--- config.mk ---
export PLATFORM = sky130hd
export DESIGN_NAME = wfsn_front
export DESIGN_NICKNAME = d
export VERILOG_FILES = /design/src/rtl/wfsn_pkg.sv /design/src/rtl/wfsn_front.sv
export SDC_FILE = /design/constraint.sdc
export NUM_CORES = 1
export LEC_CHECK = 0
export BUFFER_PORTS_ARGS = -buffer_cell sky130_fd_sc_hd__buf_4
export CAP_MARGIN = 10
export CORE_MARGIN = 10
export CORE_UTILIZATION = 56
export CTS_CLUSTER_DIAMETER = 200
export DETAILED_ROUTE_END_ITERATION = 10
export GPL_TIMING_DRIVEN = 1
export HOLD_SLACK_MARGIN = 0.03
export PLACE_DENSITY = 0.76
export SLEW_MARGIN = 20
export SYNTH_ARGS = -nofsm -noshare
export SYNTH_HDL_FRONTEND = slang
export SYNTH_SLANG_ARGS = --single-unit
--- constraint.sdc ---
create_clock -name clk -period 3.7 [get_ports clk]
set_input_delay 0.555 -clock clk [delete_from_list [all_inputs] [get_ports clk]]
set_output_delay 0.555 -clock clk [all_outputs]
set_load 0.005 [all_outputs]
--- src/rtl/wfsn_pkg.sv ---
`default_nettype none
package wfsn_pkg;

	localparam int CHUNK_SIZE = 1024;
	localparam int BIN_COUNT  = 512;
	localparam int IDX_W      = $clog2(CHUNK_SIZE);
	localparam int BIN_W      = $clog2(BIN_COUNT);
	localparam int SMP_W      = 16;
	localparam int ENT_W      = 10;
	localparam int WIN_W      = 16;
	localparam int TW_W       = 17;
	localparam int X_W        = 32;
	localparam int PROD_W     = X_W + TW_W;
	localparam int ACC_W      = PROD_W + IDX_W;
	localparam int FRAC       = 30;
	localparam int RE_W       = ACC_W - FRAC;
	localparam int RAD_W      = 2 * RE_W;
	localparam int ROOT_W     = RE_W;
	localparam int REM_W      = ROOT_W + 2;
	localparam int RCNT_W     = $clog2(ROOT_W);
	localparam int MAG_W      = 27;
	localparam int DIV_W      = MAG_W + 1;
	localparam int Q_W        = 16;
	localparam int DCNT_W     = $clog2(Q_W);
	localparam int Q_DEPTH    = 4;
	localparam int QP_W       = $clog2(Q_DEPTH);

	localparam logic [MAG_W-1:0] MAG_MAX = {MAG_W{1'b1}};
	localparam logic signed [ACC_W-1:0] ACC_HALF = ACC_W'(64'd536870912);

	localparam logic REG_FLOOR = 1'b0;
	localparam logic REG_CEIL  = 1'b1;

	typedef enum logic {
		OP_LOAD = 1'b0,
		OP_READ = 1'b1
	} op_t;

	typedef struct packed {
		op_t                      opcode;
		logic signed [SMP_W-1:0]  sample;
		logic [ENT_W-1:0]         index;
	} cmd_t;

	typedef struct packed {
		logic             we;
		logic [BIN_W-1:0] addr;
		logic [MAG_W-1:0] data;
	} mag_wr_t;

	typedef struct packed {
		logic             done;
		logic [MAG_W-1:0] low;
		logic [MAG_W-1:0] high;
	} xf_stat_t;

	typedef enum logic [2:0] {
		B_IDLE,
		B_XFORM,
		B_FETCH,
		B_SDIV,
		B_SWAIT,
		B_MDIV,
		B_MWAIT,
		B_OUT
	} b_state_t;

	typedef enum logic [2:0] {
		X_IDLE,
		X_RUN,
		X_DRAIN,
		X_ROUND,
		X_SQUARE,
		X_ADD,
		X_ROOT,
		X_STORE
	} x_state_t;

	localparam longint ARC [30] = '{
		536870912, 316933406, 167458907, 85004756, 42667331, 21354465,
		10679838, 5340245, 2670163, 1335087, 667544, 333772, 166886,
		83443, 41722, 20861, 10430, 5215, 2608, 1304, 652, 326, 163,
		81, 41, 20, 10, 5, 3, 1};

	function automatic longint clamp_unit(input longint v);
		if (v > 32768) return 32768;
		if (v < -32768) return -32768;
		return v;
	endfunction

	function automatic logic [2*TW_W-1:0] cordic(input logic [31:0] phase);
		longint x;
		longint y;
		longint z;
		longint nx;
		logic [31:0] ph;
		logic flip;
		ph = phase;
		flip = 1'b0;
		x = 652032875;
		y = 0;
		if ((ph - 32'h4000_0000) < 32'h8000_0000) begin
			ph = ph - 32'h8000_0000;
			flip = 1'b1;
		end
		z = longint'({32'h0, ph});
		if (ph[31]) begin
			z = z - 64'sd4294967296;
		end
		for (int k = 0; k < 30; k++) begin
			if (z >= 0) begin
				nx = x - (y >>> k);
				y = y + (x >>> k);
				z = z - ARC[k];
			end else begin
				nx = x + (y >>> k);
				y = y - (x >>> k);
				z = z + ARC[k];
			end
			x = nx;
		end
		x = clamp_unit((x + 16384) >>> 15);
		y = clamp_unit((y + 16384) >>> 15);
		if (flip) begin
			x = -x;
			y = -y;
		end
		return {TW_W'(x), TW_W'(y)};
	endfunction

	typedef logic [WIN_W-1:0] win_tab_t [CHUNK_SIZE];
	typedef logic [2*TW_W-1:0] tw_tab_t [CHUNK_SIZE];

	function automatic win_tab_t build_window();
		win_tab_t t;
		logic [2*TW_W-1:0] cs;
		longint c;
		for (int i = 0; i < CHUNK_SIZE; i++) begin
			cs = cordic(32'((longint'(i) <<< 32) / (CHUNK_SIZE - 1)));
			c = longint'($signed(cs[2*TW_W-1:TW_W]));
			t[i] = WIN_W'((32769 - c) >>> 1);
		end
		return t;
	endfunction

	function automatic tw_tab_t build_twiddle();
		tw_tab_t t;
		for (int i = 0; i < CHUNK_SIZE; i++) begin
			t[i] = cordic(32'((longint'(i) <<< 32) / CHUNK_SIZE));
		end
		return t;
	endfunction

	localparam win_tab_t WIN_TAB = build_window();
	localparam tw_tab_t  TW_TAB  = build_twiddle();

endpackage
`default_nettype wire

--- src/rtl/wfsn_front.sv ---
`default_nettype none
module wfsn_front import wfsn_pkg::*; (
	input  logic clk,
	input  logic arst_n,
	input  logic in_valid,
	output logic in_stall,
	input  cmd_t in_cmd,
	output logic cmd_valid,
	output cmd_t cmd,
	input  logic pop
);

	logic [QP_W-1:0] wr_q;
	logic [QP_W-1:0] rd_q;
	logic [QP_W:0]   cnt_q;
	cmd_t            fifo_q [Q_DEPTH];
	logic            push;

	assign in_stall  = cnt_q == (QP_W+1)'(Q_DEPTH);
	assign push      = in_valid & ~in_stall;
	assign cmd_valid = cnt_q != '0;
	assign cmd       = fifo_q[rd_q];

	always_ff @(posedge clk or negedge arst_n) begin
		if (!arst_n) begin
			wr_q  <= '0;
			rd_q  <= '0;
			cnt_q <= '0;
		end else begin
			if (push) wr_q <= wr_q + QP_W'(1);
			if (pop) rd_q <= rd_q + QP_W'(1);
			cnt_q <= cnt_q + (QP_W+1)'(push) - (QP_W+1)'(pop);
		end
	end

	always_ff @(posedge clk) begin
		if (push) fifo_q[wr_q] <= in_cmd;
	end

endmodule
`default_nettype wire

# Word level (Yosys, flattened, before mapping)
# Memory sizes are Yosys's and may differ from the RTL's.
# Index checks and enable logic that the tools add are counted.
# totals
wordCells,14
ramBits,108
output_inout_bits,29
inputBits,31
register_bits,7
mem_count,1
# mem_list
memory,words,word_bits,read_ports,rd_clocked_by_memory_dff,wr,line_no,text
fifo_q,4,27,1,0,1,wfsn_front.sv:16,cmd_t fifo_q [Q_DEPTH];
# classes
addsub,4
bitwise,2
n_eq_ne,1
n_reduce_logical,1
muxes,2
# op_table
cell,count
2-bit by 1-bit adder with 2-bit output (second input constant),2
3-bit by 1-bit adder with 3-bit output,1
3-bit == test (second input constant),1
3-bit nonzero test,1
3-bit by 1-bit subtractor with 3-bit output,1
1-bit two-way mux,2
1-bit bitwise AND,1
1-bit inverter,1

# Depth between registers and ports, before layout
# depth
ltp_word,5
mapped_depth,7
ltp_nobuf,7

# Least setup slack after synthesis
# Ideal clock, no wire load.
# synth_path
path_kind,register to register
startpoint,reg cnt_q[2]
endpoint,mem fifo_q[0][0] (netlist name) (enable)
setup_time_ps,451
synth_period_minus_slack_ps,3119
t_arrival_ps,2668
t_required_ps,3249
path_slack_ps,581
path_buffers,0
path_stages_with_launch,3
cell_sequence,dfrtp_1 -> nor3b_2 -> nor3b_1
# synth_via
elab_chain_cells,5
# synth_rtl
item,line_no,text
start: declaration,wfsn_front.sv:15,logic [QP_W:0] cnt_q;
start signal: assignment,wfsn_front.sv:32,cnt_q <= cnt_q + (QP_W+1)'(push) - (QP_W+1)'(pop);
3-bit == test,wfsn_front.sv:19,assign in_stall = cnt_q == (QP_W+1)'(Q_DEPTH);
via in_stall,wfsn_front.sv:6,"output logic in_stall,"
1-bit inverter,wfsn_front.sv:20,assign push = in_valid & ~in_stall;
1-bit bitwise AND,wfsn_front.sv:20,
1-bit two-way mux,wfsn_front.sv:37,if (push) fifo_q[wr_q] <= in_cmd;
1-bit two-way mux (not written as such),wfsn_front.sv:37,
end: declaration,wfsn_front.sv:16,
# The timed path passes the listed nets, and every way through them passes these cells.

==> impl_metrics.env <==
export IMPL_outcome="finished clean"
export IMPL_netlist_instances=183
export IMPL_grt_pass1_wl_mm=12.8
export IMPL_hold_path_class="input pin to register"
export IMPL_cp_slowest_cell="dfrtp_2"
export IMPL_routabilityCongestion=0.762
export IMPL_wl_per_cell_um=21.3
export IMPL_worstSetupPathType="register to output pin"
export IMPL_die_w_um=108
export IMPL_crit_top_cell="buf_4"
export IMPL_rsz0062_at_grt="no"
export IMPL_drc=0
export IMPL_hold_slack_ns=0.246
export IMPL_max_freq_ghz=0.373
export IMPL_synth_area_top_cells="edfxtp_1 (74%), mux4_2 (13%), dfrtp_1 (4.0%)"
export IMPL_p_seq_share_pct=41.0
export IMPL_final_nets=300
export IMPL_maxCapViolations=0
export IMPL_grt_start_max_net_pins=28
export IMPL_worst_pin_slew_ns=0.647
export IMPL_p_per_area_nw_per_um2=836
export IMPL_clkSinkCount=115
export IMPL_synth_common_cells="edfxtp_1 (108), mux4_2 (26), dfrtp_1 (7)"
export IMPL_maxSlewHeadroom_pct=56.7
export IMPL_finalCriticalPeriod_ns=2.68
export IMPL_synth_area_per_cell_um2=23.9
export IMPL_setup_viol=0
export IMPL_yosys_area_top_type_share_pct=74.2
export IMPL_yosys_warnings=0
export IMPL_area_growth_pct=26.6
export IMPL_cts_buffer_depth=2
export IMPL_finalClockSkew_ns=0.0113
export IMPL_path_delay_family="flip-flops"
export IMPL_hpwl_mm=4.93
export IMPL_clkPwrFrac_pct=33.2
export IMPL_die_area_um2=11700
export IMPL_antennaDiodeCount=0
export IMPL_cp_arrival_ns=2.13
export IMPL_path_buf_inv=2
export IMPL_grt_pass1_vias=2320
export IMPL_dr_pass1_iters=4
export IMPL_swShare_pct=25.9
export IMPL_vias_per_cell=5.41
export IMPL_cp_required_ns=3.14
export IMPL_drive_above_1_share_pct=45.3
export IMPL_port_buffers=59
export IMPL_worstSkewPairLatency_ns=0.51
export IMPL_fin_setup_tns_ns=0
export IMPL_ys_types=20
export IMPL_clk_pin_slew_worst_paths_ns=0.05
export IMPL_maxSlewViolCount=0
export IMPL_cp_end_kind="output pin"
export IMPL_ir_worst_vdd_mv=0.543
export IMPL_critPathLaunchType="register"
export IMPL_p_int_uw=3430
export IMPL_core_um2=7650
export IMPL_fillCellCount=445
export IMPL_numCtsBuffers=17
export IMPL_std_cell_rows=32
export IMPL_synth_seq_cells=115
export IMPL_worst_slack_ns=1.02
export IMPL_initial_utilization_pct=57.1
export IMPL_route_vias_total=2044
export IMPL_cp_max_fo=13
export IMPL_root_buffer="clkbuf_8"
export IMPL_cpPeakStageDelay_ns=0.61
export IMPL_cts_tree="yes"
export IMPL_finalHoldViolations=0
export IMPL_synth_edf_count=108
export IMPL_pwr_share_comb_pct=25.8
export IMPL_syn_num_nets=220
export IMPL_synthFlopType="edfxtp_1"
export IMPL_die_y_um=108
export IMPL_syn_area_um2=4370
export IMPL_yosysSeqAreaShare_pct=78.3
export IMPL_drtIter0Drc=141
export IMPL_finalCritPeriodShare_pct=72.5
export IMPL_yosys_area_top_type="edfxtp_1"
export IMPL_grt_ovfl_total=0
export IMPL_place_ws_ns=1.50
export IMPL_async_flop_share_pct=6.09
export IMPL_track_usage_pct=15.1
export IMPL_crit_chain="buf_4, mux4_2, buf_4"
export IMPL_p_leak_uw=0.00197
export IMPL_wirelength_mm=8.05
export IMPL_h_tree_depth=4
export IMPL_ctsResizeCount=0
export IMPL_ant_nets=0
export IMPL_switchingPower_uw=1200
export IMPL_antenna_found_initial=0
export IMPL_ioPinCount=60
export IMPL_yosysMostFrequentCell="edfxtp_1"
## stage by stage
| step | util, % | power (uW) | cells | area, um^2 |
|---|---|---|---|---|
| 4_1_cts | 72.3 | 4700 | 378 | 5530 |
| 3_5_place_dp | 64.8 | 3140 | 345 | 4960 |
| 3_3_place_gp | 64.8 | 3110 | 345 | 4960 |
| 6_report | 72.3 | 4630 | 378 | 5530 |
| 5_1_grt | 72.3 | 4860 | 378 | 5530 |
| 2_1_floorplan | - | 2600 | 183 | 4370 |
## final timing paths
| path | from | endpoint | slack (ns) | cells past startpoint |
|---|---|---|---|---|
| setup / recovery | rd_q[0] | cmd[20] | 1.02 | 3 |
| hold / removal | in_cmd[4] | fifo_q[1][4] | 0.25 | 1 |
| setup reg to reg | cnt_q[1] | cnt_q[2] | 1.63 | 7 |
| hold reg to reg | wr_q[1] | wr_q[1] | 0.59 | 2 |
| max in group asynchronous | arst_n | rd_q[0] | 3.17 | 2 |
| min in group asynchronous | arst_n | cnt_q[0] | 0.39 | 2 |
## layout by cell type, fill, tap and decap left out, types with 2 or more instances in the layout
master,netlist,final
dfrtp_1,7,6
o211ai_1,3,3
inv_1,5,5
mux4_2,26,26
ha_1,5,5
clkbuf_16,0,16
buf_4,1,66
nand4bb_1,3,3
nand2b_1,5,5
clkinv_2,0,5
nor3b_2,1,5
clkinv_1,0,3
clkinvlp_4,0,2
xnor2_1,3,3
bufinv_16,0,3
edfxtp_1,108,108
clkbuf_1,0,2
nand2_1,3,3
## power by group through the flow
stage	Combinational (uW)	Sequential [uW]	Clock, uW
after floorplan	769	1830	0
after global placement	1200	1910	0
after detailed placement	1220	1920	0
after CTS	1230	1910	1560
after global routing	1310	1940	1620
final	1190	1900	1530
## metal layers
layer	vias up	global-route usage, %	routed length, um
li1	928	-	-
met1	1045	17.0	3190
met2	59	24.8	4280
met3	12	6.78	489
met4	0	5.93	95
met5	-	0	0
## area by class of cell
| type | count | area [um^2] | share of cell area (%) |
|---|---|---|---|
| inverter | 5 | 18.8 | 0.339 |
| clock buffer | 19 | 422 | 7.62 |
| tap | 102 | 128 | 2.31 |
| clock inverter | 13 | 141 | 2.56 |
| multi-input combinational | 57 | 897 | 16.2 |
| sequential | 115 | 3420 | 61.8 |
| timing repair buffer | 67 | 505 | 9.14 |
## kinds of logic after synthesis
group                      Yosys count  synth area share (%)
DFF                                115                  78.3
muxes                               27                  14.0
and+or+nand+nor                     17                  2.86
buffers and inverters               11                  1.66
adders and majority gates            6                  1.89
xor gates and xnor gates             4                 0.802
AOI/OAI and AO/OA                    3                 0.516
## sequential cells by signal (all words and copies together), names as in the netlist
signal / cells
rd_q: 2
fifo_q: 108
wr_q: 2
cnt_q: 3
## worst register-to-register path, delay by kind of cell, from the launching register on
| family | cells | cell delay, ns |
|---|---|---|
| buffers and inverters | 1 | 0.06 |
| and+or+nand+nor | 1 | 0.60 |
| DFF | 1 | 0.46 |
| AOI/OAI and AO/OA | 1 | 0.20 |
| adders and majority gates | 2 | 0.38 |
| xor gates and xnor gates | 2 | 0.28 |
## repair_timing
item | 4_1_cts | 5_1_grt
buffers inserted | 0 | 0
hold buffers | 1 | 0
endpoints found under the setup margin | 0 | 0
hold endpoints to repair | 7 | 0
Note: power is estimated with default switching activity, not from simulation.
