$ cat config.mk
export PLATFORM = sky130hd
export DESIGN_NAME = wfsn_div
export DESIGN_NICKNAME = d
export VERILOG_FILES = /design/src/rtl/wfsn_pkg.sv /design/src/rtl/wfsn_div.sv
export SDC_FILE = /design/constraint.sdc
export NUM_CORES = 1
export LEC_CHECK = 0
export ABC_AREA = 1
export BUFFER_PORTS_ARGS = -buffer_cell sky130_fd_sc_hd__buf_4
export CAP_MARGIN = 20
export CORE_ASPECT_RATIO = 1.2
export CORE_MARGIN = 2
export CORE_UTILIZATION = 32
export CTS_CLUSTER_DIAMETER = 100
export CTS_CLUSTER_SIZE = 16
export DETAILED_ROUTE_END_ITERATION = 10
export PLACE_DENSITY = 0.58
export SLEW_MARGIN = 20
export SYNTH_ARGS = -nofsm -noshare
export SYNTH_HDL_FRONTEND = slang
export SYNTH_SLANG_ARGS = --single-unit
$ cat constraint.sdc
create_clock -name clk -period 5.9 [get_ports clk]
set_input_delay 0.295 -clock clk [delete_from_list [all_inputs] [get_ports clk]]
set_output_delay 0.295 -clock clk [all_outputs]
set_load 0.03 [all_outputs]
$ cat src/rtl/wfsn_pkg.sv
`default_nettype none
package wfsn_pkg;

	localparam int CHUNK_SIZE = 1024;
	localparam int BIN_COUNT  = 512;
	localparam int IDX_W      = $clog2(CHUNK_SIZE);
	localparam int BIN_W      = $clog2(BIN_COUNT);
	localparam int SMP_W      = 16;
	localparam int ENT_W      = 10;
	localparam int WIN_W      = 16;
	localparam int TW_W       = 17;
	localparam int X_W        = 32;
	localparam int PROD_W     = X_W + TW_W;
	localparam int ACC_W      = PROD_W + IDX_W;
	localparam int FRAC       = 30;
	localparam int RE_W       = ACC_W - FRAC;
	localparam int RAD_W      = 2 * RE_W;
	localparam int ROOT_W     = RE_W;
	localparam int REM_W      = ROOT_W + 2;
	localparam int RCNT_W     = $clog2(ROOT_W);
	localparam int MAG_W      = 27;
	localparam int DIV_W      = MAG_W + 1;
	localparam int Q_W        = 16;
	localparam int DCNT_W     = $clog2(Q_W);
	localparam int Q_DEPTH    = 4;
	localparam int QP_W       = $clog2(Q_DEPTH);

	localparam logic [MAG_W-1:0] MAG_MAX = {MAG_W{1'b1}};
	localparam logic signed [ACC_W-1:0] ACC_HALF = ACC_W'(64'd536870912);

	localparam logic REG_FLOOR = 1'b0;
	localparam logic REG_CEIL  = 1'b1;

	typedef enum logic {
		OP_LOAD = 1'b0,
		OP_READ = 1'b1
	} op_t;

	typedef struct packed {
		op_t                      opcode;
		logic signed [SMP_W-1:0]  sample;
		logic [ENT_W-1:0]         index;
	} cmd_t;

	typedef struct packed {
		logic             we;
		logic [BIN_W-1:0] addr;
		logic [MAG_W-1:0] data;
	} mag_wr_t;

	typedef struct packed {
		logic             done;
		logic [MAG_W-1:0] low;
		logic [MAG_W-1:0] high;
	} xf_stat_t;

	typedef enum logic [2:0] {
		B_IDLE,
		B_XFORM,
		B_FETCH,
		B_SDIV,
		B_SWAIT,
		B_MDIV,
		B_MWAIT,
		B_OUT
	} b_state_t;

	typedef enum logic [2:0] {
		X_IDLE,
		X_RUN,
		X_DRAIN,
		X_ROUND,
		X_SQUARE,
		X_ADD,
		X_ROOT,
		X_STORE
	} x_state_t;

	localparam longint ARC [30] = '{
		536870912, 316933406, 167458907, 85004756, 42667331, 21354465,
		10679838, 5340245, 2670163, 1335087, 667544, 333772, 166886,
		83443, 41722, 20861, 10430, 5215, 2608, 1304, 652, 326, 163,
		81, 41, 20, 10, 5, 3, 1};

	function automatic longint clamp_unit(input longint v);
		if (v > 32768) return 32768;
		if (v < -32768) return -32768;
		return v;
	endfunction

	function automatic logic [2*TW_W-1:0] cordic(input logic [31:0] phase);
		longint x;
		longint y;
		longint z;
		longint nx;
		logic [31:0] ph;
		logic flip;
		ph = phase;
		flip = 1'b0;
		x = 652032875;
		y = 0;
		if ((ph - 32'h4000_0000) < 32'h8000_0000) begin
			ph = ph - 32'h8000_0000;
			flip = 1'b1;
		end
		z = longint'({32'h0, ph});
		if (ph[31]) begin
			z = z - 64'sd4294967296;
		end
		for (int k = 0; k < 30; k++) begin
			if (z >= 0) begin
				nx = x - (y >>> k);
				y = y + (x >>> k);
				z = z - ARC[k];
			end else begin
				nx = x + (y >>> k);
				y = y - (x >>> k);
				z = z + ARC[k];
			end
			x = nx;
		end
		x = clamp_unit((x + 16384) >>> 15);
		y = clamp_unit((y + 16384) >>> 15);
		if (flip) begin
			x = -x;
			y = -y;
		end
		return {TW_W'(x), TW_W'(y)};
	endfunction

	typedef logic [WIN_W-1:0] win_tab_t [CHUNK_SIZE];
	typedef logic [2*TW_W-1:0] tw_tab_t [CHUNK_SIZE];

	function automatic win_tab_t build_window();
		win_tab_t t;
		logic [2*TW_W-1:0] cs;
		longint c;
		for (int i = 0; i < CHUNK_SIZE; i++) begin
			cs = cordic(32'((longint'(i) <<< 32) / (CHUNK_SIZE - 1)));
			c = longint'($signed(cs[2*TW_W-1:TW_W]));
			t[i] = WIN_W'((32769 - c) >>> 1);
		end
		return t;
	endfunction

	function automatic tw_tab_t build_twiddle();
		tw_tab_t t;
		for (int i = 0; i < CHUNK_SIZE; i++) begin
			t[i] = cordic(32'((longint'(i) <<< 32) / CHUNK_SIZE));
		end
		return t;
	endfunction

	localparam win_tab_t WIN_TAB = build_window();
	localparam tw_tab_t  TW_TAB  = build_twiddle();

endpackage
`default_nettype wire

$ cat src/rtl/wfsn_div.sv
`default_nettype none
module wfsn_div import wfsn_pkg::*; (
	input  logic                    clk,
	input  logic                    arst_n,
	input  logic                    start,
	input  logic signed [DIV_W-1:0] num,
	input  logic signed [DIV_W-1:0] den,
	output logic                    done,
	output logic [Q_W-1:0]          quo
);

	logic              busy_q;
	logic              done_q;
	logic [DCNT_W-1:0] cnt_q;
	logic [DIV_W:0]    rem_q;
	logic [DIV_W:0]    dvs_q;
	logic [Q_W-1:0]    quo_q;
	logic signed [DIV_W-1:0] den_e;
	logic [DIV_W:0]    a_abs;
	logic [DIV_W:0]    b_abs;
	logic [DIV_W:0]    rem_sh;
	logic              zero_res;

	always_comb begin
		den_e    = (den == '0) ? DIV_W'(1) : den;
		a_abs    = num[DIV_W-1] ? (DIV_W+1)'(-num) : (DIV_W+1)'(num);
		b_abs    = den_e[DIV_W-1] ? (DIV_W+1)'(-den_e) : (DIV_W+1)'(den_e);
		a_abs[DIV_W] = 1'b0;
		b_abs[DIV_W] = 1'b0;
		if (num[DIV_W-1] ^ den_e[DIV_W-1]) begin
			a_abs[DIV_W] = 1'b0;
		end
		zero_res = (num == '0) || (num[DIV_W-1] != den_e[DIV_W-1]);
		rem_sh   = {rem_q[DIV_W-1:0], 1'b0};
	end

	always_ff @(posedge clk or negedge arst_n) begin
		if (!arst_n) begin
			busy_q <= 1'b0;
			done_q <= 1'b0;
			cnt_q  <= '0;
		end else begin
			done_q <= 1'b0;
			if (start) begin
				cnt_q <= '0;
				if (zero_res || a_abs >= b_abs) begin
					done_q <= 1'b1;
				end else begin
					busy_q <= 1'b1;
				end
			end else if (busy_q) begin
				cnt_q <= cnt_q + DCNT_W'(1);
				if (cnt_q == DCNT_W'(Q_W - 1)) begin
					busy_q <= 1'b0;
					done_q <= 1'b1;
				end
			end
		end
	end

	always_ff @(posedge clk) begin
		if (start) begin
			rem_q <= a_abs;
			dvs_q <= b_abs;
			if (zero_res) quo_q <= '0;
			else quo_q <= '1;
		end else if (busy_q) begin
			if (rem_sh >= dvs_q) begin
				rem_q <= rem_sh - dvs_q;
				quo_q <= {quo_q[Q_W-2:0], 1'b1};
			end else begin
				rem_q <= rem_sh;
				quo_q <= {quo_q[Q_W-2:0], 1'b0};
			end
		end
	end

	assign done = done_q;
	assign quo  = quo_q;

endmodule
`default_nettype wire

# == After elaboration in Yosys (flattened, before gate mapping) ==
# Cells that the tools add are included.
# totals
ff_bits,78
input_bits,59
out_inout_bits,17
word_cells,40
# op_classes
add_sub_neg,4
n_lt_le_gt_ge,2
n_eq_ne,3
n_mux,20
n_reduce_logical,5
# ops
op,n
two-way mux 28 bit,6
logical NOT 28 bit,2
negation 28 bit,2
two-way mux 16 bit,3
>= comparator 29 x 28 -> 1 bit,1
>= comparator 28 bit,1
subtractor 28 bit,1
two-way mux 1 bit,9
two-way mux 4 bit,2
"adder 4 x 1 -> 4 bit, second input constant",1
"equality test 4 bit, second input constant",1
logical OR 1 bit,2
"!= test 2 bit, second input constant",1
nonzero test 2 bit,1
!= test 1 bit,1

# == Depth between registers and ports, before layout ==
# logic_depth
depth_word,8
mapped_depth,26
depth_no_buf,25

# == Least setup slack after synthesis ==
# No wires, ideal clock.
# synth_path
path_kind,in2reg
start,in den[8]
end,"reg done_q, in the netlist done"
setup_ns,0.117
arrival_ns,2.814
required_ns,5.783
setup_slack_ns,2.969
cell_stages,24
path_buffers,1
path_cell_list,nor2_1 > nand2_1 > nor2_1 > nand2_1 > nor2_2 > nor2_1 > buf_6 > ha_1 > nand2_1 > nor2_1 > a21oi_1 > inv_1 > o211ai_1 > xor2_1 > inv_1 > ha_1 > nand2_1 > nor2_1 > a211oi_1 > nand3_1 > nor2_1 > nand2_1 > nand2_1 > nand2_1
# synth_via
elab_chain_len,8
word_cells_on_any_way,10
classes_between,add/sub (1); order compare (1); eq/ne (1); mux (4); reduce/logical (3)
# synth_rtl
element,line,rtl
from (decl),wfsn_div.sv:7,"input logic signed [DIV_W-1:0] den,"
logical NOT 28 bit,wfsn_div.sv:25,den_e = (den == '0) ? DIV_W'(1) : den;
two-way mux 28 bit *,wfsn_div.sv:25,
negation 28 bit,wfsn_div.sv:27,b_abs = den_e[DIV_W-1] ? (DIV_W+1)'(-den_e) : (DIV_W+1)'(den_e);
two-way mux 28 bit *,wfsn_div.sv:27,
named net b_abs[26],wfsn_div.sv:20,logic [DIV_W:0] b_abs;
>= comparator 28 bit *,wfsn_div.sv:46,if (zero_res || a_abs >= b_abs) begin
logical OR 1 bit *,wfsn_div.sv:46,
two-way mux 1 bit *,wfsn_div.sv:46,
two-way mux 1 bit *,wfsn_div.sv:44,if (start) begin
to (signal assigned),wfsn_div.sv:43,done_q <= 1'b0;
to (signal assigned),wfsn_div.sv:47,done_q <= 1'b1;
to (signal assigned),wfsn_div.sv:55,done_q <= 1'b1;
to (decl),wfsn_div.sv:13,logic done_q;
# Mark *: on every way through the listed nets, which the timed path passes. The rest lies on a longest branch.
# A chain may end at the register's enable or synchronous reset.

# == Worst setup path after layout ==
# layout_path
start,in den[27]
end,"reg done_q, in the netlist done"
# The elaborated chain is that of the path after synthesis.

==> results_dict.tcl <==
set metrics [dict create \
    netlist_instances 1212 \
    max_cap_violations 0 \
    fin_crit_sh 0.5785 \
    first_pass_iters 5 \
    clkTransAtPathRegs_ns 0.06 \
    fin_setup_tns_ns 0 \
    leakagePower_nw 4.778 \
    min_period_ns 3.413 \
    peakVddDrop_v 0.0001666 \
    max_freq_mhz 293.0 \
    relSlewSlack 0.2897 \
    drive_gt1_frac 0.1076 \
    cts_root_buffer "clkbuf_16" \
    viasPerCell 4.700 \
    tightest_slew_ns 1.064 \
    layout.cells.most_common "nand2_1" \
    wl_per_cell_um 14.47 \
    floorplan.die_area_mm2 0.02644 \
    post-cts-setup-buffers 0 \
    gr-usage-all-layers 0.1802 \
    required_ns 6.13 \
    fin_ws_ns 2.487 \
    n_antenna_cell 0 \
    cts_tree "built" \
    gp_congestion 0.9458 \
    syn_area_per_cell_um2 6.641 \
    synth.top_cell.area_share 0.2686 \
    fp.dieW_um 148.8 \
    grt_setup_unrepaired "no" \
    synth.area.top_cells "edfxtp_1 27%, nand2_1 18%, inv_1 10%" \
    synth_flop_cell "edfxtp_1" \
    synth_area_mm2 0.008049 \
    grt_pass1_wl_mm 37.14 \
    clock_latency_ns 0.35 \
    fp-row-count 63 \
    crit_type "in -> reg" \
    critPathLaunchType "primary input" \
    start_util 0.3252 \
    cts_sinks 78 \
    synthToLayoutAreaGrowth_pct 14.74 \
    num_vias 7557 \
    ys_seq_area_frac 0.2873 \
    coreArea_mm2 0.02475 \
    synth_seq_cells 78 \
    crit_fanout 31 \
    overflow 0 \
    nFillCells 2759 \
    ios 76 \
    powerDensity_mw_per_mm2 376.6 \
    antenna_found_initial 0 \
    drcViolationCount 0 \
    ant_nets 0 \
    yosys.area.top_type "edfxtp_1" \
    synth_warnings 0 \
    end_kind "flip-flop" \
    synth-edff-count 72 \
    final_net_count 1397 \
    hpwl_mm 19.51 \
    fp.dieH_um 177.7 \
    grt_start_max_net_pins 54 \
    htree_num_levels 3 \
    routed_wl_mm 23.27 \
    maxSlewViolCount 0 \
    cts_buffers 9 \
    fin_worst_skew_ns 0.009798 \
    synth_nets 1331 \
    clk_path_buf_depth 2 \
    dp_slack_ns 2.087 \
    finalSetupViolCount 0 \
    grt_pass1_vias 7387 \
    status "complete, no violations" \
    place.port_buffers 75 \
    hold_path_class "in -> reg" \
    ys_async_sr_fraction 0.07692 \
    cp_data_arrival_time_ns 3.64 \
    final_hold_viol_count 0 \
    holdWs_ns 0.2847 \
    ys_types 42 \
    cts_resized 0 \
    final_cell_mix "392 x nand2_1, 221 x inv_1, 95 x nand3_1" \
    first_iter_violations 382 \
    finalPower_mw 3.478 \
    hold_buffers 1 \
]
## cells in the mapped netlist (5+ instances only)
cell type / number
a21oi_1: 30
buf_2: 6
buf_6: 6
clkbuf_1: 9
dfrtp_1: 6
edfxtp_1: 72
ha_1: 59
inv_1: 221
nand2_1: 393
nand2_2: 8
nand3_1: 95
nand3_2: 5
nand3b_1: 28
nand4_1: 22
nor2_1: 94
nor2_2: 14
nor3_1: 22
nor4_1: 8
o21ai_0: 14
xnor2_1: 16
xor2_1: 38
## cells by family after synthesis
group | count (synthesis) | share of synthesized area
AO/OA/AOI/OAI | 69 | 0.04943
XOR/XNOR | 55 | 0.06078
adder cells (fa/ha/maj) | 60 | 0.09420
buffers and inverters | 249 | 0.1231
flip-flops | 78 | 0.2873
AND/OR/NAND/NOR | 701 | 0.3852
## per-layer routing
layer,GRT usage,share of wire,vias to the layer above
met2,0.3212,0.49,146
li1,-,-,3968
met4,0.1052,0.055,0
met5,0,0,-
met3,0.01208,0.024,51
met1,0.2130,0.43,3392
## critical path: stages
cell      delay [ns]
buf_4           0.28
nor3_1          0.10
nand2_1         0.14
nor2_2          0.06
nor2_1          0.47
ha_1            0.26
nand2_1         0.07
nor2_1          0.23
a21oi_1         0.16
inv_1           0.11
o211ai_1        0.11
xor2_1          0.26
inv_1           0.08
ha_1            0.29
nand2_1         0.07
nor2_1          0.05
a211oi_1        0.17
nand3_1         0.10
nor2_1          0.12
nand2_1         0.07
nand2_1         0.05
nand2_1         0.07
## through the flow
stage          utilization  instance area (µm²)  cells
6_report            0.3731                 9235   1608
5_1_grt             0.3731                 9235   1608
4_1_cts             0.3729                 9230   1608
3_5_place_dp        0.3595                 8897   1591
3_3_place_gp        0.3595                 8897   1591
2_1_floorplan            -                 8049   1212
## state kept, by name, indices dropped and copies added (netlist names)
name	count
rem_q	28
quo	16
dvs_q	28
done	1
busy_q	1
cnt_q	4
## path summary, 6_finish.rpt
path / start / to / slack, ns / cells past startpoint
setup / recovery: den[27] / done / 2.49 / 22
hold / removal: start / dvs_q[3] / 0.28 / 1
setup reg to reg: rem_q[0] / rem_q[25] / 3.09 / 10
hold reg to reg: quo[4] / quo[5] / 0.56 / 2
max in group asynchronous: arst_n / done / 5.47 / 2
min in group asynchronous: arst_n / cnt_q[1] / 0.32 / 2
## where the power goes
group          internal [mW]  switching, mW
Sequential             0.784         0.0713
Clock                  0.372          0.232
Combinational          0.717           1.30
## layout make-up
cell class                 count  area, µm²  area share
timing repair buffer          79      595.6     0.06449
clock buffer                   9      225.2     0.02439
inverter                     225      844.6     0.09145
tap                          325      406.6     0.04403
multi-input combinational    885       4753      0.5147
sequential                    78       2312      0.2504
clock inverter                 7      97.59     0.01057
Power figures use the tool's default switching activity.
